===== config.mk =====
export PLATFORM = sky130hd
export DESIGN_NAME = sktms_cell
export DESIGN_NICKNAME = d
export VERILOG_FILES = /design/src/sv/sktms_pkg.sv /design/src/sv/sktms_cell.sv
export SDC_FILE = /design/constraint.sdc
export NUM_CORES = 1
export LEC_CHECK = 0
export BUFFER_PORTS_ARGS = -buffer_cell sky130_fd_sc_hd__buf_2
export CORE_MARGIN = 3
export CORE_UTILIZATION = 46
export CTS_CLUSTER_SIZE = 28
export DETAILED_ROUTE_END_ITERATION = 8
export GPL_ROUTABILITY_DRIVEN = 1
export PLACE_DENSITY = 0.78
export SLEW_MARGIN = 30
export SYNTH_ARGS = -nofsm -noshare
export SYNTH_HDL_FRONTEND = slang
export SYNTH_SLANG_ARGS = --single-unit

===== constraint.sdc =====
create_clock -name clk -period 2.4 [get_ports clk]
set_input_delay 0.24 -clock clk [delete_from_list [all_inputs] [get_ports clk]]
set_output_delay 0.24 -clock clk [all_outputs]
set_load 0.1 [all_outputs]

===== src/sv/sktms_pkg.sv =====
`timescale 1ns / 1ps
`default_nettype none
// ----------------------------------------------------------------------------
// sktms_pkg
// Shared types and constants for the sorted key table with mark and sweep.
// ----------------------------------------------------------------------------
package sktms_pkg;

	localparam int POS_W = 6;
	localparam int TOT_W = 7;

	localparam logic [1:0] FUNC_LOOKUP = 2'd0;
	localparam logic [1:0] FUNC_TOUCH  = 2'd1;
	localparam logic [1:0] FUNC_ROUND  = 2'd2;
	localparam logic [1:0] FUNC_SWEEP  = 2'd3;

	typedef enum logic [2:0] {
		CELL_HOLD,
		CELL_CMP,
		CELL_INSERT,
		CELL_MARK,
		CELL_CLR,
		CELL_KILL,
		CELL_SWAP_EVEN,
		CELL_SWAP_ODD
	} cell_op_t;

	typedef enum logic [2:0] {
		S_IDLE,
		S_CMP,
		S_APPLY,
		S_ROUND,
		S_KILL,
		S_SWAP,
		S_COUNT
	} state_t;

	typedef struct packed {
		logic valid;
		logic fresh;
		logic lt;
	} cell_nb_t;

endpackage
`default_nettype wire


===== src/sv/sktms_cell.sv =====
`timescale 1ns / 1ps
`default_nettype none
// ----------------------------------------------------------------------------
// sktms_cell
// One table slot: key, valid and fresh bits, compare flags, and the moves
// to and from its neighbors for insert shift and sweep compaction.
// ----------------------------------------------------------------------------
module sktms_cell #(
	parameter int       KEY_BITS = 22,
	parameter bit       PARITY   = 1'b0
) (
	input  wire                       clk,
	input  wire                       arst_n,
	input  sktms_pkg::cell_op_t       op,
	input  wire  [KEY_BITS-1:0]       cmd_key,
	input  wire  [KEY_BITS-1:0]       left_key,
	input  sktms_pkg::cell_nb_t       left_nb,
	input  wire  [KEY_BITS-1:0]       right_key,
	input  sktms_pkg::cell_nb_t       right_nb,
	output logic [KEY_BITS-1:0]       key_out,
	output sktms_pkg::cell_nb_t       nb_out,
	output logic                      eq_out
);

	logic [KEY_BITS-1:0] key_q;
	logic                valid_q;
	logic                fresh_q;
	logic                lt_q;
	logic                eq_q;
	logic                lead;
	logic                is_pos;

	assign lead = (op == sktms_pkg::CELL_SWAP_EVEN && PARITY == 1'b0) ||
	              (op == sktms_pkg::CELL_SWAP_ODD  && PARITY == 1'b1);
	assign is_pos = !lt_q && left_nb.lt;

	always_ff @(posedge clk or negedge arst_n) begin
		if (!arst_n) begin
			valid_q <= 1'b0;
			fresh_q <= 1'b0;
			lt_q    <= 1'b0;
			eq_q    <= 1'b0;
		end else begin
			case (op)
				sktms_pkg::CELL_CMP: begin
					lt_q <= valid_q && (key_q < cmd_key);
					eq_q <= valid_q && (key_q == cmd_key);
				end
				sktms_pkg::CELL_INSERT: begin
					if (is_pos) begin
						valid_q <= 1'b1;
						fresh_q <= 1'b1;
					end else if (!lt_q) begin
						valid_q <= left_nb.valid;
						fresh_q <= left_nb.fresh;
					end
				end
				sktms_pkg::CELL_MARK: begin
					if (eq_q) begin
						fresh_q <= 1'b1;
					end
				end
				sktms_pkg::CELL_CLR: begin
					fresh_q <= 1'b0;
				end
				sktms_pkg::CELL_KILL: begin
					valid_q <= valid_q && fresh_q;
					fresh_q <= valid_q && fresh_q;
				end
				sktms_pkg::CELL_SWAP_EVEN, sktms_pkg::CELL_SWAP_ODD: begin
					if (lead) begin
						if (!valid_q && right_nb.valid) begin
							valid_q <= 1'b1;
							fresh_q <= right_nb.fresh;
						end
					end else if (!left_nb.valid && valid_q) begin
						valid_q <= 1'b0;
						fresh_q <= 1'b0;
					end
				end
				default: begin
				end
			endcase
		end
	end

	// key payload, no reset
	always_ff @(posedge clk) begin
		case (op)
			sktms_pkg::CELL_INSERT: begin
				if (is_pos) begin
					key_q <= cmd_key;
				end else if (!lt_q) begin
					key_q <= left_key;
				end
			end
			sktms_pkg::CELL_SWAP_EVEN, sktms_pkg::CELL_SWAP_ODD: begin
				if (lead && !valid_q && right_nb.valid) begin
					key_q <= right_key;
				end
			end
			default: begin
			end
		endcase
	end

	assign key_out      = key_q;
	assign nb_out.valid = valid_q;
	assign nb_out.fresh = fresh_q;
	assign nb_out.lt    = lt_q;
	assign eq_out       = eq_q;

endmodule
`default_nettype wire


== Word-level counts from Yosys, hierarchy flattened ==
Cells that the tools add are included.
Word-level totals
  flip-flop bits (word level): 26
  bits of input ports: 77
  logic and storage cells: 53
Cells by class
  magnitude comparators: 1
  equality and inequality tests: 13
  muxes and demuxes: 16
  reduce and logical (&&, ||, !) cells: 18
Operator list (number)
  22-bit 2-to-1 mux: 3
  22-bit one-hot mux with 2 select lines: 1
  22-bit equality test: 1
  22-bit less-than comparator: 1
  3-bit equality test, second input constant: 4
  1-bit 2-to-1 mux: 10
  3-bit != test, second input constant: 3
  1-bit logical AND: 8
  3-bit by 2-bit equality test with 1-bit output, second input constant: 2
  1-bit one-hot mux with 5 select lines: 1
  5-bit AND reduction: 1
  5-bit nonzero test: 1
  2-bit != test, second input constant: 2
  4-bit AND reduction: 1
  3-bit by 1-bit equality test with 1-bit output, second input constant: 1
  1-bit logical NOT: 3
  1-bit one-hot mux with 3 select lines: 1
  3-bit AND reduction: 1
  3-bit nonzero test: 1
  2-bit nonzero test: 1
  2-bit OR reduction: 1

== Longest topological paths before layout ==
  word-level depth: 5
  depth in mapped cells: 7
  mapped depth without buffers: 7

== Worst setup path after synthesis ==
No wires, ideal clock.
  path type: reg2reg
  start: reg key_q[21] (netlist: key_out[21])
  end: reg eq_q (netlist: eq_out)
  library setup time: 66 ps
  arrival: 2254 ps
  data required time: 2334 ps
  setup slack: 80 ps
  stages on the path, launching flop included: 7
  buffers on the path: 0
  cell sequence: edfxtp_1 ha_1 and4_4 nand2_1 or3_1 nor4_1 a21o_2
On the way
  cells in the longest elaborated chain, start to end: 2
Ends and longest elaborated chain
  start: declaration: RTL line sktms_cell.sv:25  | logic [KEY_BITS-1:0] key_q;
  start signal: assignment: RTL line sktms_cell.sv:92  | key_q <= cmd_key;
  start signal: assignment: RTL line sktms_cell.sv:94  | key_q <= left_key;
  start signal: assignment: RTL line sktms_cell.sv:99  | key_q <= right_key;
  22-bit equality test: RTL line sktms_cell.sv:47  | eq_q <= valid_q && (key_q == cmd_key);
  1-bit logical AND: RTL line sktms_cell.sv:47
  end signal: assignment: RTL line sktms_cell.sv:47
  end: declaration: RTL line sktms_cell.sv:29  | logic eq_q;
Every way passes these cells.
A chain may end at the register's enable or synchronous reset.

== Worst setup path after layout ==
  start: reg key_q[20] (netlist: key_out[20])
  end: reg eq_q (netlist: eq_out)
Same word-level chain as after synthesis.

==> impl_summary.md <==
Run status
The flow ran to the end, and the final reports show no timing, DRC or antenna violations.

Logic synthesis
The number of nets in the synthesized netlist is 306. The library cell with the highest instance count after synthesis is sky130_fd_sc_hd__nand2_1. The share of the Yosys chip area taken by registers is 38.0%. Yosys mapped a number of flops with a built-in enable equal to 22. The synthesized design devotes to its leading area cell type 33.0% of total area. Of the total synthesized cell area, the portion taken by full adders, half adders and majority gates is 13.8%. By area the synthesized netlist is led by sky130_fd_sc_hd__edfxtp_1, sky130_fd_sc_hd__ha_1, sky130_fd_sc_hd__mux2i_1, sky130_fd_sc_hd__o21ai_0, sky130_fd_sc_hd__dfrtp_1. Measured against the total synthesized area, the mux share comes to 11.5%. The flip-flop and latch count after synthesis is 26.

Synthesis instantiated 38 different standard cells from the library. The cell count after synthesis came out at 207. The post-synthesis xor/xnor area fraction is 0%.

During synthesis, Yosys emitted a total of 0 warnings. The area of the mapped netlist is 2000 sq um. The average cell area after synthesis is 9.67 sq um. The main combinational cell family by area after synthesis is compound AO/OA/AOI/OAI gates.

The basic-gate share of the synthesized area counting and, or, nand and nor cells is 12.4%. The top flip-flop cell by instance count after synthesis is sky130_fd_sc_hd__edfxtp_1. The largest total area in the synthesized netlist belongs to sky130_fd_sc_hd__edfxtp_1. Ranked by instance count, the synthesized netlist is headed by sky130_fd_sc_hd__nand2_1, sky130_fd_sc_hd__inv_1, sky130_fd_sc_hd__o21ai_0, sky130_fd_sc_hd__mux2i_1. The share of synthesized flip-flops with an asynchronous set or reset is 15.4%. Summing the areas of all compound-gate instances in the mapped netlist gives 16.6% of the synthesized area.

Setup path
The endpoint arrival time on the critical path is 2100 ps. The largest individual stage delay along the critical path comes from the cell sky130_fd_sc_hd__edfxtp_1. For the worst flop-to-flop path, the logic depth is 6. The slack of the worst reg-to-reg path is 520 ps. The delay of the slowest cell on the worst path is 400 ps. Data on the critical path is required at its endpoint by 2620 ps. The critical path in this run is classified as flop to flop. The category of the worst setup path launch point is a flop.

The endpoint identified for the worst register-to-register timing path is eq_out$_DFFE_PN0N_. The total buffers and inverters traversed by the critical path is 0. The maximum fanout along the worst path is 2. The critical path goes through ha_1 -> and4_4 -> nand2_1 -> or3_1 -> nor4_1 -> a21o_2. The kind of cell adding the most delay to the critical path is simple AND/OR/NAND/NOR gates. The startpoint of the worst-slack reg-to-reg timing path is key_out[20]$_DFFE_PP_. The kind of end point of the critical path is a flop.

STA
The worst relative slew slack is 66.8%. At the pin with the least slew margin, the transition time is 501 ps. After layout, the minimum clock period comes to 1880 ps. The portion of the clock cycle consumed by the worst path in the final layout is 78.5%. The post-route setup TNS is 0 ps. Setup repair after global routing left no endpoint under its margin. The clock arrives with 1.53 ps of skew.

The timing-limited maximum frequency is 531 MHz. Setup violations remaining at the end of the flow were counted as 0. The number of max-slew violations in the final report was 0.

The final-report hold violation count is 0.

Place
The congestion estimate from routability-driven global placement came to 0.884. The number of I/O port buffers is 101. The placed wire-length estimate is 3.84 mm. The area of placed instances is 2550 sq um.

Clocking
The largest buffer count on any clock path is 2. The quantity of gates resized following cts is 0. The count of H-tree levels built during CTS is 1.

The clock slew seen by the registers of the worst setup and hold paths is 90 ps. The clock network latency to the later pin of the worst-skew pair is 270 ps. The number of buffers inserted during clock tree synthesis is 3. The root buffer cell chosen for the clock tree is sky130_fd_sc_hd__clkbuf_8. Clock tree synthesis found a total of 26 sinks. TritonCTS built the clock tree.

The post-CTS setup repair buffer count is 0.

Finish
0 antenna diodes ended up in the layout. The finished layout cell area is 2610 sq um. Across the whole layout, storage elements account for 761 sq um. Cells with a size suffix above 1 make up 39.5% of the layout.

For this run, the post-layout net count is 404. Counting the fill cells in the layout gives 375. Relative to the synthesized area, the layout overhead comes to 30.3%. The total area of multi-input combinational cells is 1100 sq um.

Routing
The number of violations reported at the end of detailed-routing iteration 0 is 55. The average via count per standard cell is 5.14. The routed design has 4.70 mm of wire.

The first detailed-routing pass ran for 4 iterations. In the final routed layout, each cell accounts on average for 13.3 um. For this block, the via count after detailed routing is 1821. After detailed routing, the number of remaining DRC violations is 0. The remaining antenna violation count after routing is 0.

Hold path
The min-delay analysis places its worst path in the category input pin to flop. In this run the most critical hold path is launched from right_key[8]. The worst hold path terminates at key_out[8]$_DFFE_PP_.

The number of stages on the worst hold path is 3.

Power and ir drop
The clock network burns 18.2% of the power. The analysis attributes to cell leakage a power of 1.30 nW. The total power draw is 1.42 mW.

The switching power as a share of total power is 40.4%. The internal portion of the total power is 0.843 mW. Dividing total power by cell area gives a power density of 543 nW/um^2.

The maximum vdd ir drop is 0.000323 V. The register share of total power is 39.8%. Combinational cells account for 42.0% of the total power. In this run the power spent charging and discharging nets is 0.572 mW.

Die
The initial utilization of the core area, before any placement, comes to 49.0%. The die is 72.0 um tall. The die is 72.0 um wide. The die outline area is 5180 sq um. During I/O placement, the number of pins put on the boundary was 103. The floorplan row count is 23. The core region is 4090 sq um.

Flow run
The total of max-cap violations is 0.

GRT
The first global-routing pass estimated 8.11 mm of wire. Entering global routing, the biggest net connects 43 pins. The number of global-route vias before repair is 1834. Global routing consumed, over all layers together, 19.3% of the routing resources.

The total grt overflow is 0. The number of antenna violations at the first check in global routing came to 0.
flip-flops by register name, indices dropped and copies added, names as in the netlist:
register,flops
eq_out,1
valid_q,1
key_out,22
lt_q,1
fresh_q,1
worst max path at each step:
stage | from | to | slack, ps | cells after the start
global route | key_out[20]$_DFFE_PP_ | eq_out$_DFFE_PN0N_ | 380 | 6
finish | key_out[20]$_DFFE_PP_ | eq_out$_DFFE_PN0N_ | 520 | 6
global placement | key_out[21]$_DFFE_PP_ | eq_out$_DFFE_PN0N_ | 580 | 6
floorplan | key_out[21]$_DFFE_PP_ | eq_out$_DFFE_PN0N_ | 80 | 6
CTS | key_out[20]$_DFFE_PP_ | eq_out$_DFFE_PN0N_ | 500 | 6
detailed placement | key_out[20]$_DFFE_PP_ | eq_out$_DFFE_PN0N_ | 530 | 6
cell usage in the layout, fill, tap and decap left out, types with 3 or more instances in the layout:
master                     netlist  layout
sky130_fd_sc_hd__ha_1           22      22
sky130_fd_sc_hd__a21o_1          3       3
sky130_fd_sc_hd__a31oi_1         3       3
sky130_fd_sc_hd__nand4_1         3       3
sky130_fd_sc_hd__clkbuf_8        0       3
sky130_fd_sc_hd__dfrtp_1         4       4
sky130_fd_sc_hd__a21oi_1         7       7
sky130_fd_sc_hd__o21ai_0        24      24
sky130_fd_sc_hd__nand2_1        26      26
sky130_fd_sc_hd__nor2_1          3       3
sky130_fd_sc_hd__nand3_1         6       6
sky130_fd_sc_hd__inv_1          24      24
sky130_fd_sc_hd__mux2i_1        23      23
sky130_fd_sc_hd__edfxtp_1       22      22
sky130_fd_sc_hd__buf_2           4     101
metrics by stage:
stage,setup WS [ps],utilization (%),hold slack (ps),cells
after detailed placement,534,62.5,54.9,349
final,517,63.8,238,354
after CTS,505,63.8,230,354
after floorplan,79.8,-,-55.6,207
after global routing,381,63.8,244,354
after global placement,576,62.5,52.1,349
power groups by stage:
stage	clock network (mW)	registers [mW]	logic (mW)
final	0.258	0.563	0.595
after global routing	0.286	0.569	0.651
after CTS	0.269	0.564	0.601
after detailed placement	0	0.574	0.598
after global placement	0	0.571	0.590
after floorplan	0	0.702	0.327
cell type report:
cell class	count	share of cell area, %
clock buffer	4	1.73
inverter	25	3.60
multi-input combinational	144	42.0
sequential	26	29.2
tap	50	2.40
timing repair buffer	105	21.1
kinds of logic after synthesis:
| group | count (synthesis) |
|---|---|
| multiplexers | 23 |
| flip-flops | 26 |
| adder cells (fa/ha/maj) | 22 |
| AND/OR/NAND/NOR | 50 |
| buffers and inverters | 37 |
| AO/OA/AOI/OAI | 49 |
what timing repair did:
action | 4_1_cts | 5_1_grt
endpoints found under the setup margin | 0 | 0
hold endpoints to repair | 4 | 0
hold buffers | 1 | 0
per-layer routing:
layer | wire (um) | vias up | part of all wire, % | track usage (%)
li1 | - | 938 | - | -
met1 | 1980 | 823 | 42 | 24.5
met2 | 2410 | 56 | 51 | 35.3
met3 | 280 | 4 | 6.0 | 2.63
met4 | 34 | 0 | 0.72 | 3.13
met5 | 0 | - | 0 | 0
worst min-delay path, cell delays in order:
cell	delay [ps]
sky130_fd_sc_hd__buf_2	70
sky130_fd_sc_hd__nand2_1	30
sky130_fd_sc_hd__o21ai_0	60
(Power assumes the default switching activity.)
